$ cat src/rtl/core/lr_pkg.sv
// Shared constants and controller/datapath interface types for the line rasterizer.
package lr_pkg;

   localparam int COORD_BITS_DEF = 6;
   localparam int CODE_BITS      = 8;

   typedef struct packed {
      logic load;   // capture a new request
      logic step;   // advance one pixel
   } cmd_type;

   typedef struct packed {
      logic done;   // current pixel is the end point (or the cut)
   } status_type;

endpackage

$ cat src/rtl/core/lr_ctrl.sv
// Control state machine of the line rasterizer.
module lr_ctrl (
   input  logic               clock,
   input  logic               reset,
   input  logic               start,
   input  lr_pkg::status_type status,
   output lr_pkg::cmd_type    cmd,
   output logic               busy,
   output logic               emit
);

   typedef enum logic [1:0] {
      ST_IDLE = 2'b01,
      ST_RUN  = 2'b10
   } state_type;

   state_type state_ff, state_in;

   always_comb begin
      state_in = state_ff;
      cmd      = '0;
      unique case (state_ff)
         ST_IDLE: begin
            if (start) begin
               cmd.load = 1'b1;
               state_in = ST_RUN;
            end
         end
         ST_RUN: begin
            cmd.step = 1'b1;
            if (status.done) begin
               state_in = ST_IDLE;
            end
         end
         default: begin
            state_in = ST_IDLE;
         end
      endcase
   end

   always_ff @(posedge clock) begin
      if (reset) begin
         state_ff <= ST_IDLE;
      end else begin
         state_ff <= state_in;
      end
   end

   assign busy = (state_ff != ST_IDLE);
   assign emit = (state_ff == ST_RUN);

endmodule

$ cat src/rtl/core/lr_dp.sv
// Datapath of the line rasterizer: position, spans, directions and error term.
module lr_dp #(
   parameter int COORD_BITS = lr_pkg::COORD_BITS_DEF
) (
   input  logic                         clock,
   input  logic                         reset,
   input  lr_pkg::cmd_type              cmd,
   input  logic [COORD_BITS-1:0]        x_start,
   input  logic [COORD_BITS-1:0]        y_start,
   input  logic [COORD_BITS-1:0]        x_end,
   input  logic [COORD_BITS-1:0]        y_end,
   input  logic [lr_pkg::CODE_BITS-1:0] code,
   output lr_pkg::status_type           status,
   output logic [COORD_BITS-1:0]        pixel_x,
   output logic [COORD_BITS-1:0]        pixel_y,
   output logic [lr_pkg::CODE_BITS-1:0] paint_code
);

   localparam int ERR_BITS = COORD_BITS + 2;

   logic [COORD_BITS-1:0]        cur_x_ff, cur_x_in, cur_y_ff, cur_y_in;
   logic [COORD_BITS-1:0]        tgt_x_ff, tgt_x_in, tgt_y_ff, tgt_y_in;
   logic [COORD_BITS-1:0]        span_x_ff, span_x_in, span_y_ff, span_y_in;
   logic                         neg_x_ff, neg_x_in, neg_y_ff, neg_y_in;
   logic signed [ERR_BITS-1:0]   err_ff, err_in;
   logic [lr_pkg::CODE_BITS-1:0] code_ff, code_in;
   logic [COORD_BITS-1:0]        count_ff, count_in;

   logic signed [ERR_BITS:0]     err2;
   logic signed [ERR_BITS:0]     neg_span_y;
   logic signed [ERR_BITS-1:0]   sx_ext, sy_ext;
   logic                         move_x, move_y, at_end, cut;
   logic [COORD_BITS-1:0]        dx, dy;

   assign at_end = (cur_x_ff == tgt_x_ff) && (cur_y_ff == tgt_y_ff);
   assign cut    = (count_ff == {COORD_BITS{1'b1}});
   assign status.done = at_end || cut;

   assign sx_ext     = $signed({2'b00, span_x_ff});
   assign sy_ext     = $signed({2'b00, span_y_ff});
   assign err2       = $signed({err_ff, 1'b0});
   assign neg_span_y = -$signed({3'b000, span_y_ff});
   assign move_x     = (err2 > neg_span_y);
   assign move_y     = (err2 < $signed({3'b000, span_x_ff}));

   // absolute differences of the request
   assign dx = (x_end > x_start) ? (x_end - x_start) : (x_start - x_end);
   assign dy = (y_end > y_start) ? (y_end - y_start) : (y_start - y_end);

   always_comb begin
      cur_x_in  = cur_x_ff;
      cur_y_in  = cur_y_ff;
      tgt_x_in  = tgt_x_ff;
      tgt_y_in  = tgt_y_ff;
      span_x_in = span_x_ff;
      span_y_in = span_y_ff;
      neg_x_in  = neg_x_ff;
      neg_y_in  = neg_y_ff;
      err_in    = err_ff;
      code_in   = code_ff;
      count_in  = count_ff;
      if (cmd.load) begin
         cur_x_in  = x_start;
         cur_y_in  = y_start;
         tgt_x_in  = x_end;
         tgt_y_in  = y_end;
         span_x_in = dx;
         span_y_in = dy;
         neg_x_in  = !(x_start < x_end);
         neg_y_in  = !(y_start < y_end);
         err_in    = $signed({2'b00, dx}) - $signed({2'b00, dy});
         code_in   = code;
         count_in  = '0;
      end else if (cmd.step && !status.done) begin
         err_in = err_ff - (move_x ? sy_ext : '0) + (move_y ? sx_ext : '0);
         if (move_x) begin
            cur_x_in = neg_x_ff ? (cur_x_ff - 1'b1) : (cur_x_ff + 1'b1);
         end
         if (move_y) begin
            cur_y_in = neg_y_ff ? (cur_y_ff - 1'b1) : (cur_y_ff + 1'b1);
         end
         count_in = count_ff + 1'b1;
      end
   end

   always_ff @(posedge clock) begin
      if (reset) begin
         cur_x_ff  <= '0;
         cur_y_ff  <= '0;
         tgt_x_ff  <= '0;
         tgt_y_ff  <= '0;
         span_x_ff <= '0;
         span_y_ff <= '0;
         neg_x_ff  <= 1'b0;
         neg_y_ff  <= 1'b0;
         err_ff    <= '0;
         code_ff   <= '0;
         count_ff  <= '0;
      end else begin
         cur_x_ff  <= cur_x_in;
         cur_y_ff  <= cur_y_in;
         tgt_x_ff  <= tgt_x_in;
         tgt_y_ff  <= tgt_y_in;
         span_x_ff <= span_x_in;
         span_y_ff <= span_y_in;
         neg_x_ff  <= neg_x_in;
         neg_y_ff  <= neg_y_in;
         err_ff    <= err_in;
         code_ff   <= code_in;
         count_ff  <= count_in;
      end
   end

   assign pixel_x    = cur_x_ff;
   assign pixel_y    = cur_y_ff;
   assign paint_code = code_ff;

endmodule

$ cat src/rtl/core/line_rasterizer.sv
// Top level of the Bresenham line rasterizer.
//
// Usage: present a line request on req_* and raise start. The request beat is
// taken at a rising edge with start high and busy low. From the next cycle on
// the block emits one pixel beat per cycle on rsp_*, marked by rsp_valid,
// from the start point to the end point; the end point carries rsp_last_pixel.
// A single-point line gives one beat. Every beat carries the request's code.
//
// A line has N pixels (N = max(|dx|, |dy|) + 1, at most 2**COORD_BITS), one
// beat each; busy drops in the cycle after the last beat, so a new request
// is taken only once the previous line is done. The rate is set by the
// single error-term update in the datapath, one pixel step per cycle.
//
// The receiver cannot stall: each rsp beat is valid for exactly one cycle.
// Reset (synchronous, active high) returns the controller to idle; a line in
// progress is dropped.
module line_rasterizer #(
   parameter int COORD_BITS = lr_pkg::COORD_BITS_DEF
) (
   input  logic                         clock,
   input  logic                         reset,
   input  logic                         start,
   output logic                         busy,
   input  logic [COORD_BITS-1:0]        req_x_start,
   input  logic [COORD_BITS-1:0]        req_y_start,
   input  logic [COORD_BITS-1:0]        req_x_end,
   input  logic [COORD_BITS-1:0]        req_y_end,
   input  logic [lr_pkg::CODE_BITS-1:0] req_pixel_code,
   output logic                         rsp_valid,
   output logic [COORD_BITS-1:0]        rsp_pixel_x,
   output logic [COORD_BITS-1:0]        rsp_pixel_y,
   output logic [lr_pkg::CODE_BITS-1:0] rsp_paint_code,
   output logic                         rsp_last_pixel
);

   lr_pkg::cmd_type    cmd;
   lr_pkg::status_type status;
   logic               emit;

   // sequence load and pixel steps
   lr_ctrl u_ctrl (
      .clock  (clock),
      .reset  (reset),
      .start  (start),
      .status (status),
      .cmd    (cmd),
      .busy   (busy),
      .emit   (emit)
   );

   // hold the line state and walk the error term
   lr_dp #(
      .COORD_BITS (COORD_BITS)
   ) u_dp (
      .clock      (clock),
      .reset      (reset),
      .cmd        (cmd),
      .x_start    (req_x_start),
      .y_start    (req_y_start),
      .x_end      (req_x_end),
      .y_end      (req_y_end),
      .code       (req_pixel_code),
      .status     (status),
      .pixel_x    (rsp_pixel_x),
      .pixel_y    (rsp_pixel_y),
      .paint_code (rsp_paint_code)
   );

   // every running cycle emits the current pixel
   assign rsp_valid      = emit;
   assign rsp_last_pixel = emit && status.done;

   // an accepted request yields a pixel beat in the next cycle
   a_start_emits: assert property (@(posedge clock) disable iff (reset)
      start && !busy |=> busy && rsp_valid)
      else $error("request taken but no pixel beat followed");

   // the last beat ends the line
   a_last_frees: assert property (@(posedge clock) disable iff (reset)
      rsp_valid && rsp_last_pixel |=> !busy)
      else $error("block still busy after last pixel");

   // beats of one line come back to back
   a_no_gap: assert property (@(posedge clock) disable iff (reset)
      rsp_valid && !rsp_last_pixel |=> rsp_valid)
      else $error("gap inside a line");

   // the code stays fixed across a line
   a_code_held: assert property (@(posedge clock) disable iff (reset)
      rsp_valid && !rsp_last_pixel |=> rsp_paint_code == $past(rsp_paint_code))
      else $error("paint code changed within a line");

endmodule

$ cat config.mk
export PLATFORM = sky130hd
export DESIGN_NAME = line_rasterizer
export DESIGN_NICKNAME = d
export VERILOG_FILES = /design/src/rtl/core/lr_pkg.sv /design/src/rtl/core/lr_ctrl.sv /design/src/rtl/core/lr_dp.sv /design/src/rtl/core/line_rasterizer.sv
export SDC_FILE = /design/constraint.sdc
export NUM_CORES = 1
export LEC_CHECK = 0
export ABC_AREA = 1
export BUFFER_PORTS_ARGS = -buffer_cell sky130_fd_sc_hd__buf_2
export CAP_MARGIN = 20
export CORE_MARGIN = 1.5
export CORE_UTILIZATION = 45
export CTS_BUF_LIST = sky130_fd_sc_hd__clkbuf_2 sky130_fd_sc_hd__clkbuf_4 sky130_fd_sc_hd__clkbuf_8
export CTS_CLUSTER_DIAMETER = 200
export CTS_CLUSTER_SIZE = 14
export DETAILED_ROUTE_END_ITERATION = 6
export PLACE_DENSITY = 0.72
export SLEW_MARGIN = 20
export SYNTH_ARGS = -nofsm -noshare
export SYNTH_HDL_FRONTEND = slang
export SYNTH_SLANG_ARGS = --single-unit
$ cat constraint.sdc
create_clock -name clock -period 4.1 [get_ports clock]
set_input_delay 0.41 -clock clock [delete_from_list [all_inputs] [get_ports clock]]
set_output_delay 0.41 -clock clock [all_outputs]
set_load 0.03 [all_outputs]
# Yosys cells after proc, flatten, opt, wreduce, memory -nomap -nowiden
# Index checks and enable logic that the tools add are counted.
classes:
  n_eq_ne: 8
  magnitude_cmp: 6
  n_reduce_logical: 14
  mux: 20
  add_sub_neg: 13
ops:
  columns: ["operator", "count"]
  rows:
  - ["6-bit two-way mux", 12]
  - ["6-bit subtractor", 4]
  - ["6-bit by 1-bit adder with 6-bit output, second input constant", 3]
  - ["8-bit two-way mux", 2]
  - ["6-bit == test", 2]
  - ["6-bit > comparator", 2]
  - ["6-bit less-than comparator", 2]
  - ["6-bit by 1-bit subtractor with 6-bit output, second input constant", 2]
  - ["9-bit > comparator", 1]
  - ["9-bit by 7-bit less-than comparator with 1-bit output", 1]
  - ["6-bit negation with 9-bit output", 1]
  - ["8-bit adder", 1]
  - ["8-bit subtractor", 1]
  - ["6-bit by 6-bit subtractor with 7-bit output", 1]
  - ["6-bit == test, second input constant", 1]
  - ["2-bit AND reduction", 3]
  - ["2-bit nonzero test", 3]
  - ["2-bit two-way mux", 2]
  - ["2-bit != test, second input constant", 2]
  - ["2-bit one-hot mux with 2 select lines", 1]
  - ["1-bit logical AND", 3]
  - ["1-bit zero test", 3]
  - ["1-bit two-way mux", 3]
  - ["2-bit by 1-bit == test with 1-bit output, second input constant", 1]
  - ["other kinds (4)", 4]
totals:
  output_inout_bits: 23
  ff_bits: 62

# Depth between registers and ports, before layout
# Gate-level depths: netlist of the first run.
depth:
  word_depth: 7
  depth_mapped: 30

# Hierarchy
# From an unflattened synthesis of the first run, not the netlist that was laid out.
hier_totals:
  hier_cells: 803
  area_unflattened_um2: 5320.1
by_module_without_submodules:
  columns: ["mod", "instances", "cells_per_inst", "area_each_um2"]
  rows:
  - ["lr_dp", 1, 786, 5207.5]
  - ["lr_ctrl", 1, 15, 105.1]
  - ["line_rasterizer", 1, 2, 7.5]

# Worst setup path before layout of the first run
# OpenSTA, ideal clock, no wires.
synth_timing:
  path_type: "register to register"
  startpoint: "reg u_dp.span_y_ff[0]"
  endpoint: "reg u_dp.err_ff[7]"
  path_slack_ns: 0.702
  period_less_slack_ns: 3.398
  stages_incl_launch_ff: 23
  t_required_ns: 3.985
  t_arrival_ns: 3.283
  cell_sequence: "dfxtp_1 inv_1 ha_1 nand3_1 nor3_1 ha_1 a21o_1 nor2_1 nand2_1 nand2_1 nand2_1 inv_2 nor2_1 fa_1 inv_1 ha_1 a21o_1 a21boi_0 nand3_1 nand3_1 nand2_1 nor2_1 nor2_1"
synth_between:
  elab_chain_len: 7
synth_lines:
  columns: ["element", "line", "source"]
  rows:
  - ["start: declaration", "lr_dp.sv:23", "logic [COORD_BITS-1:0] span_x_ff, span_x_in, span_y_ff, span_y_in;"]
  - ["start signal: assignment", "lr_dp.sv:105", "span_y_ff <= span_y_in;"]
  - ["6-bit negation with 9-bit output", "lr_dp.sv:42", "assign neg_span_y = -$signed({3'b000, span_y_ff});"]
  - ["9-bit > comparator", "lr_dp.sv:43", "assign move_x = (err2 > neg_span_y);"]
  - ["6-bit two-way mux (*)", "lr_dp.sv:75", "err_in = err_ff - (move_x ? sy_ext : '0) + (move_y ? sx_ext : '0);"]
  - ["8-bit subtractor (*)", "lr_dp.sv:75", null]
  - ["8-bit adder (*)", "lr_dp.sv:75", null]
  - ["8-bit two-way mux (*)", "lr_dp.sv:74", "end else if (cmd.step && !status.done) begin"]
  - ["8-bit two-way mux (*)", "lr_dp.sv:62", "if (cmd.load) begin"]
  - ["end signal: assignment", "lr_dp.sv:108", "err_ff <= err_in;"]
  - ["end: declaration", "lr_dp.sv:25", "logic signed [ERR_BITS-1:0] err_ff, err_in;"]
# Mark *: on every way between the ends. The rest lies on a longest branch, timed or not. The select of a mux whose other input is x is not followed.
# A chain may end at the register's enable or synchronous reset.

# Final worst setup path of the first run
layout_timing:
  startpoint: "reg u_dp.span_y_ff[1]"
  endpoint: "reg u_dp.err_ff[6]"
# The elaborated chain is that of the path after synthesis.

==> metrics, run 1 <==
most used cell, CP nand2_1; Setup TNS 0 ns; Leak 3.09 nW; Synth top area share 0.233; total wire length 13,700 µm; routing usage on met3 0.0403; max-cap violation count 0; worst slew pin tran 0.914 ns; clk sink count 62; Flop pwr share 0.279; commonest non-fill, non-tap cells in the layout nand2_1, inv_1, nand3_1, dfxtp_1, ha_1; Antenna Nets Post-Route 0; switch share 0.446; Final setup viols 0; Filler cells 1,126; placed insts 978; RSZ-0062 raised after global routing no; pwr dens 449 nW/µm²; Worst EP required about 4.4 ns; max-slew violation count 0; nets 956; most common cell after layout, fill and taps aside nand2_1; Seq cells post-synth 62; DRC 0; routed len/inst 13.8 µm; worst-case clock buffer depth 2; Pre-antenna DRT Iters 5; antenna violations before repair 0; Final Hold Vio Count 0; Mapped Cells ~800; TritonCTS buffer count 9; Mapped Nets 906; die width 112 µm; Rel. slew slack 0.389; Total GRT Usage 0.230; share of cells above drive strength 1 0.122; Via density 5.14; Die H 112 µm; Iteration-0 DRC Markers 286; Hold Path Class primary input to flip-flop; Worst Setup Path Type flip-flop to flip-flop; CP peak stage delay 0.48 ns; Netlist cell types 37; Synth area leader dfxtp_1; Setup crit end kind flip-flop; yosys warns 0; GRT busiest layer met2; P_sw 1.18 mW; CP max stage cell fa_1; largest net degree at the start of global routing 30; Max H-tree Level 3; Final Instance Count excl. Fillers about 1,000; GR Layer Usage met1 0.313; setup ws final 0.377 ns; crit path time final ~3.7 ns; Cell Int Power 1.47 mW; number of global-route vias before repair roughly 4,700; core area 11,500 µm²; number of port buffers 57; Root Buffer clkbuf_8; Comb pwr share 0.512; Worst-Skew Late Latency 0.35 ns; via count slightly above 5,000; synth top area cells dfxtp_1, ha_1, nand2_1; Max Fclk about 270 MHz; Place WS 0.372 ns; Seq/Total Area, Yosys 0.233; maximum VDD drop 0.229 mV; TritonCTS clock tree yes; fin crit share 0.908; hpwl dp 10,400 µm; initial core utilization 0.464; clock power share 0.209; status finished clean; GR Overflow Total 0; CP startpoint kind flip-flop; die area 12,500 µm²; Avg Inst Size Synth 6.68 µm²; antenna fix cells 0; CP max FO 7; Arrival @ worst endpoint slightly below 4 ns; Site Rows 39; Post-Syn Area 5320 µm²; clk_skew 0.00819 ns; global-route wire length before repair 23,100 µm; grt met2 use 0.364; placer congestion estimate 0.924; Tot Pwr 2.65 mW; I/O pin cnt 58; Area Overhead vs Synth 10.9%; cts hold-fix bufs 0; clock slew at reported path FFs 0.07 ns
-- Yosys cell counts --
cell	count
nor3_1	7
fa_1	13
nor2_1	46
nand3b_1	3
o21ai_2	1
xor2_1	15
nor2_2	6
buf_2	15
nor4_1	1
clkbuf_1	3
or2_2	3
a21oi_2	2
a21o_1	3
nand2_2	3
nand2_1	187
o22ai_1	26
a21oi_1	54
inv_2	8
mux2i_1	1
or2_1	1
inv_1	141
a21boi_0	1
nand3_4	1
xnor2_1	8
dfxtp_1	62
ha_1	62
o21a_1	2
o21bai_1	2
o21ai_1	11
a31oi_1	2
o21ai_0	27
clkinv_2	1
nand3_1	65
clkinv_1	1
nand4_1	9
nand2_4	1
buf_6	2
-- critical path, delay by kind of cell (launching register included) --
family | cells | cell delay, ns
fa+ha+maj | 4 | 1.39
simple gates | 16 | 1.20
buf+inv | 4 | 0.39
flops | 1 | 0.32
xor+xnor | 1 | 0.17
compound gates | 2 | 0.13
-- per-layer routing --
metal	wire length, µm	up-vias
met2	6230	124
met4	350	0
met1	6490	2302
met3	649	25
met5	0	-
li1	-	2652
-- flip-flops by register name, indices dropped and copies added, names as in the netlist, 6 cells and up --
register / cells
u_dp.span_y_ff: 6
u_dp.pixel_y: 6
u_dp.pixel_x: 6
u_dp.paint_code: 8
u_dp.span_x_ff: 6
u_dp.tgt_x_ff: 6
u_dp.tgt_y_ff: 6
u_dp.count_ff: 6
u_dp.err_ff: 8
-- per-stage QoR --
| stage | util | hold WS [ns] | cell area, µm² |
|---|---|---|---|
| 6_report | 0.514 | 0.273 | 5900 |
| 5_1_grt | 0.514 | 0.271 | 5900 |
| 4_1_cts | 0.513 | 0.258 | 5880 |
| 3_5_place_dp | 0.496 | 0.431 | 5690 |
| 3_3_place_gp | 0.496 | 0.426 | 5690 |
| 2_1_floorplan | - | 0.458 | 5320 |
-- power groups by stage --
stage	Sequential [mW]	Clock (mW)	Combinational [mW]
after floorplan	0.768	0	0.994
after global placement	0.748	0	1.30
after detailed placement	0.748	0	1.32
after CTS	0.736	0.564	1.33
after global routing	0.745	0.586	1.56
final	0.738	0.553	1.36
-- path summary, 6_finish.rpt --
path                                   startpoint                         endpoint  slack (ns)  cells past startpoint
hold reg to reg   u_dp.paint_code[6]$_SDFFE_PP0P_  u_dp.paint_code[6]$_SDFFE_PP0P_        0.45                      2
setup / recovery   u_dp.span_y_ff[1]$_SDFFE_PP0P_      u_dp.err_ff[6]$_SDFFE_PP0P_        0.38                     27
setup reg to reg   u_dp.span_y_ff[1]$_SDFFE_PP0P_      u_dp.err_ff[6]$_SDFFE_PP0P_        0.38                     27
hold / removal                  req_pixel_code[7]  u_dp.paint_code[7]$_SDFFE_PP0P_        0.27                      3
-- logic make-up after synthesis --
family | share of synthesized area
buffers and inverters | 0.127
multiplexers | 0.00188
AND/OR/NAND/NOR | 0.269
XOR/XNOR | 0.0379
flip-flops | 0.233
AO/OA/AOI/OAI | 0.136
adder cells (fa/ha/maj) | 0.195
-- cell type report --
type                    count  area, µm²  share of cell area
multi-input cells         563       3420               0.579
flip-flops and latches     62       1240               0.210
inverters                 151        568              0.0963
repair buffers             59        300              0.0509
well taps                 143        179              0.0303
clock buffers              11        145              0.0246
clock inverters             4       47.5             0.00806
-- repair_timing --
action	CTS	global route
gates resized for setup	0	5
buffers inserted	0	0
setup endpoints to repair	0	3
Note: power is estimated with default switching activity, not from simulation.
==> inputs of run 2 (changes only) <==
Settings changed: CELL_PAD_IN_SITES_DETAIL_PLACEMENT set to 1, CELL_PAD_IN_SITES_GLOBAL_PLACEMENT set to 1, CORE_UTILIZATION 45 to 44, PLACE_DENSITY 0.72 to 0.91.
==> metrics, run 2 (same netlist as run 1, synthesis figures left out) <==
share of cells above drive strength 1 0.126 (+0.00338); Setup TNS 0 ns (unchanged); WHS Endpoint u_dp.paint_code[1]$_SDFFE_PP0P_; Final setup viols 0 (unchanged); CP delay by family, top adder cells; number of port buffers 57 (unchanged); via count 5,386 (+5.5%); P_sw 1.25 mW (+5.9%); fin crit share 0.937 (+0.0290); max-cap violation count 0 (unchanged); antenna violations before repair 0 (unchanged); global-route wire length before repair 26,900 µm (+17%); Worst-Skew Late Latency 0.37 ns (+0.02 ns); Via density 5.42 (+5.4%); CP peak stage delay 0.51 ns (+0.03 ns); antenna fix cells 0 (unchanged); DRC 0 (unchanged); Reg2Reg Launch Point u_dp.span_y_ff[0]$_SDFFE_PP0P_; Site Rows 39 (unchanged); Cell Int Power 1.62 mW (+11%); total wire length 16,700 µm (+21%); die area 12,800 µm² (+2.2%); worst reg2reg endpoint u_dp.err_ff[5]$_SDFFE_PP0P_; Final Hold Vio Count 0 (unchanged); Setup crit end kind flip-flop; clock power share 0.249 (+0.040); Register-to-Register Path Depth 27 (unchanged); die width 113 µm (+1.1%); CP max stage cell fa_1; TritonCTS buffer count 9 (unchanged); cts hold-fix bufs 0 (unchanged); status finished clean; WHS 0.264 ns (-0.00855 ns); Total GRT Usage 0.267 (+0.0368); Post-CTS Setup Bufs 0 (unchanged); initial core utilization 0.458 (-0.00585); Rel. slew slack 0.333 (-0.0557); Max Fclk 260 MHz (-3.1%); Comb pwr share 0.492 (-0.020); worst hold start req_pixel_code[1]; Pre-antenna DRT Iters 5 (unchanged); Worst EP required 4.36 ns (about the same); Hold Path Class primary input to flip-flop; switch share 0.435 (-0.0105); nets 956 (unchanged); Arrival @ worst endpoint 4.11 ns (+0.14 ns); worst slew pin tran 0.997 ns (+0.0834 ns); crit path time final 3.84 ns (+0.119 ns); placer congestion estimate 0.886 (-4.1%); routed len/inst 16.8 µm (+21%); Bufs and invs on worst path 5 (+1); Root Buffer clkbuf_8; GR Overflow Total 0 (unchanged); hpwl dp 12,700 µm (+23%); maximum VDD drop 0.193 mV (-16%); most used cell, CP nand2_1; Area Overhead vs Synth 12.1%; Antenna Nets Post-Route 0 (unchanged); number of global-route vias before repair 5,562 (+18%); TritonCTS clock tree yes; max-slew violation count 0 (unchanged); Worst Setup Path Type flip-flop to flip-flop; largest net degree at the start of global routing 31 (+3.3%); Final Core Density 0.513 (-0.000989); Final Instance Count excl. Fillers 994 (+0.10%); Die H 113 µm (+1.1%); pwr dens 482 nW/µm² (+7.3%); Tot Pwr 2.87 mW (+8.5%); I/O pin cnt 58 (unchanged); placed insts 978 (unchanged); clk_skew 0.00762 ns (-0.000568 ns); clk sink count 62 (unchanged); clock slew at reported path FFs 0.08 ns (about the same); commonest non-fill, non-tap cells in the layout nand2_1, inv_1, nand3_1, dfxtp_1, ha_1; most common cell after layout, fill and taps aside nand2_1; R2R Setup Slk 0.26 ns (-0.12 ns); core area 11,600 µm² (+1.3%); worst-case clock buffer depth 2 (unchanged); Iteration-0 DRC Markers 310 (+8.4%); Flop pwr share 0.259 (-0.020); Max H-tree Level 3 (unchanged); worst hold stages 3 (unchanged); Leak 3.13 nW (+1.3%); CP startpoint kind flip-flop; CP max FO 7 (unchanged)
-- run 2: cell count changes in the layout (fill, tap and decap cells not counted), sizes merged --
cell and change:
clkinv -2, clkinvlp -1, bufinv +2, clkbuf +2
-- run 2: final cells by class --
| cell class | count | area [µm²] |
|---|---|---|
| fillers | 1581 | 5650 |
| multi-input cells | 563 | 3420 |
| flip-flops and latches | 62 | 1240 |
| inverters | 151 | 568 |
| repair buffers | 59 | 300 |
| well taps | 143 | 179 |
| clock buffers | 13 | 166 |
| clock inverters | 3 | 90.1 |
-- run 2: worst max path at each step --
stage                                    from                          end  slack, ns  cells past startpoint
6_report       u_dp.span_y_ff[0]$_SDFFE_PP0P_  u_dp.err_ff[5]$_SDFFE_PP0P_       0.26                     27
3_3_place_gp   u_dp.span_y_ff[0]$_SDFFE_PP0P_  u_dp.err_ff[6]$_SDFFE_PP0P_       0.43                     24
3_5_place_dp   u_dp.span_y_ff[0]$_SDFFE_PP0P_  u_dp.err_ff[7]$_SDFFE_PP0P_       0.29                     23
2_1_floorplan  u_dp.span_y_ff[0]$_SDFFE_PP0P_  u_dp.err_ff[7]$_SDFFE_PP0P_       0.70                     22
4_1_cts        u_dp.span_y_ff[0]$_SDFFE_PP0P_  u_dp.err_ff[5]$_SDFFE_PP0P_       0.21                     25
5_1_grt        u_dp.span_y_ff[0]$_SDFFE_PP0P_  u_dp.err_ff[6]$_SDFFE_PP0P_      -0.04                     30
-- run 2: metal layers --
metal	global-route usage	wire (µm)	vias to the layer above
li1	-	-	2645
met1	0.324	7170	2583
met2	0.471	8330	124
met3	0.0578	806	34
met4	0.0850	366	0
met5	0	0	-
-- run 2: worst min-delay path, stage by stage --
cell and delay [ns]:
buf_2 0.08, nand3_1 0.06, nand2_1 0.06
-- run 2: per-stage QoR --
step | setup slack, ns | instance area (µm²)
final | 0.258 | 5960
after global routing | -0.0351 | 5960
after CTS | 0.212 | 5940
after detailed placement | 0.293 | 5690
after global placement | 0.434 | 5690
after floorplan | 0.702 | 5320
-- run 2: power groups by stage --
stage / Clock (mW) / Combinational (mW) / Sequential (mW)
finish: 0.716 / 1.41 / 0.744
CTS: 0.725 / 1.39 / 0.741
floorplan: 0 / 0.994 / 0.768
global placement: 0 / 1.31 / 0.752
detailed placement: 0 / 1.37 / 0.754
global route: 0.745 / 1.59 / 0.751
-- run 2: repair_timing --
action | 4_1_cts | 5_1_grt
hold endpoints to repair | 0 | 0
endpoints found under the setup margin | 0 | 5
gates resized for setup | 0 | 7
==> inputs of run 3 (changes only) <==
Settings changed: CORE_UTILIZATION 44 to 40, PLACE_DENSITY 0.91 to 0.88.
Clock period 4.1 ns to 3.35 ns, I/O delays scaled along.
==> metrics, run 3 (same netlist as run 1, synthesis figures left out) <==
status finished with violations; failing checks negative setup slack; Root Buffer clkbuf_8; placer congestion estimate 0.889 (+0.25%); die width 118 µm (+4.8%); CP startpoint kind flip-flop; WHS 0.188 ns (-0.0762 ns); via count 5,760 (+6.9%); Area Overhead vs Synth 21.0%; worst-case clock buffer depth 2 (unchanged); CP max FO 5 (-2); Rel. slew slack 0.330 (-0.00301); worst hold start req_pixel_code[1]; Leak 3.30 nW (+5.6%); clk_skew 0.0213 ns (+0.0137 ns); worst slew pin tran 1.00 ns (+0.00451 ns); total wire length 19,100 µm (+14%); number of port buffers 57 (unchanged); Max Fclk 260 MHz (about the same); max-cap violation count 0 (unchanged); Layout Cell Area excl Fill 6430 µm² (+7.9%); Site Rows 41 (+5.1%); most common cell after layout, fill and taps aside nand2_1; clock slew at reported path FFs 0.09 ns (about the same); Arrival @ worst endpoint 4.11 ns (about the same); I/O pin cnt 58 (unchanged); DRC 0 (unchanged); Reg2Reg Launch Point u_dp.span_y_ff[3]$_SDFFE_PP0P_; Tot Pwr 3.94 mW (+37%); Reg area 1250 µm² (+0.40%); Antenna Nets Post-Route 0 (unchanged); placed inst area 5980 µm² (+5.1%); GR Overflow Total 0 (unchanged); nets 996 (+4.2%); number of global-route vias before repair 5,939 (+6.8%); initial core utilization 0.416 (-0.0416); share of cells above drive strength 1 0.211 (+0.0853); CP max stage cell dfxtp_1; Total GRT Usage 0.263 (-0.00354); pwr dens 612 nW/µm² (+27%); routed len/inst 17.9 µm (+7.1%); Via density 5.42 (about the same); Iteration-0 DRC Markers 304 (-1.9%); crit path time final 3.85 ns (+0.00359 ns); TritonCTS buffer count 9 (unchanged); Worst Setup Path Type flip-flop to flip-flop; Hold Path Class primary input to flip-flop; Pre-antenna DRT Iters 5 (unchanged); Final setup viols 7 (+7); core area 12,800 µm² (+10%); hpwl dp 13,100 µm (+2.7%); CP peak stage delay 0.45 ns (-0.06 ns); cts hold-fix bufs 0 (unchanged); most used cell, CP nand2_2; Worst-Skew Late Latency 0.38 ns (about the same); RSZ-0062 raised after global routing yes; Place WS -0.495 ns (-0.787 ns); multi-input logic area 3600 µm² (+5.2%); maximum VDD drop 0.204 mV (+5.5%); antenna fix cells 0 (unchanged); largest net degree at the start of global routing 47 (+52%); die area 14,000 µm² (+9.7%); crit path from u_dp.span_y_ff[3]$_SDFFE_PP0P_; global-route wire length before repair 29,400 µm (+9.0%); Final Hold Vio Count 0 (unchanged); Filler cells 1,693 (+7.1%); clk sink count 62 (unchanged); TritonCTS clock tree yes; Die H 118 µm (+4.8%); Setup crit end kind flip-flop; fin crit share 1.15 (+0.211); max-slew violation count 0 (unchanged); commonest non-fill, non-tap cells in the layout nand2_1, inv_1, dfxtp_1, nand3_1, buf_2; Max H-tree Level 3 (unchanged); setup ws final -0.496 ns (-0.754 ns); antenna violations before repair 0 (unchanged); Worst EP required 3.62 ns (-0.74 ns)
-- run 3: final timing paths --
check | end | slack, ns | depth (start not counted)
worst max-delay path | u_dp.err_ff[6]$_SDFFE_PP0P_ | -0.50 | 29
worst min-delay path | u_dp.paint_code[1]$_SDFFE_PP0P_ | 0.19 | 3
worst max register to register | u_dp.err_ff[6]$_SDFFE_PP0P_ | -0.50 | 29
worst min register to register | u_dp.paint_code[1]$_SDFFE_PP0P_ | 0.45 | 2
-- run 3: per-layer routing --
layer / part of all wire / vias up / GRT usage
li1: - / 2747 / -
met1: 0.42 / 2804 / 0.319
met2: 0.50 / 155 / 0.460
met3: 0.041 / 54 / 0.0352
met4: 0.039 / 0 / 0.119
met5: 0 / - / 0
-- run 3: metrics by stage --
step / cells / util / TNS, ns
global route: 1063 / 0.504 / -3.24
CTS: 1060 / 0.494 / -1.31
detailed placement: 1041 / 0.468 / -2.54
global placement: 1041 / 0.468 / -0.842
floorplan: 796 / - / 0
finish: 1063 / 0.504 / -2.43
-- run 3: area by class of cell --
| type | instances | area share |
|---|---|---|
| clock inverters | 7 | 0.0113 |
| clock buffers | 9 | 0.0192 |
| flip-flops and latches | 62 | 0.194 |
| repair buffers | 99 | 0.0945 |
| inverters | 151 | 0.0891 |
| well taps | 172 | 0.0334 |
| multi-input cells | 563 | 0.559 |
-- run 3: what timing repair did --
item	4_1_cts	5_1_grt
setup buffers	3	3
setup endpoints to repair	7	7
hold endpoints to repair	0	0
gates resized for setup	30	31
pin swaps	13	21
-- run 3: power by group --
group          leakage [nW]  switching [mW]  total [mW]  internal, mW
Combinational          2.70            1.39        2.33         0.940
Clock                0.0956           0.359       0.704         0.345
Sequential            0.510          0.0915       0.907         0.815
-- run 3: critical path, delay by kind of cell, from the launching register on --
kind | cells | cell delay [ns]
DFF | 1 | 0.45
AOI/OAI and AO/OA | 2 | 0.15
xor gates and xnor gates | 1 | 0.18
and+or+nand+nor | 16 | 1.29
buffers and inverters | 6 | 0.53
adders and majority gates | 4 | 1.16
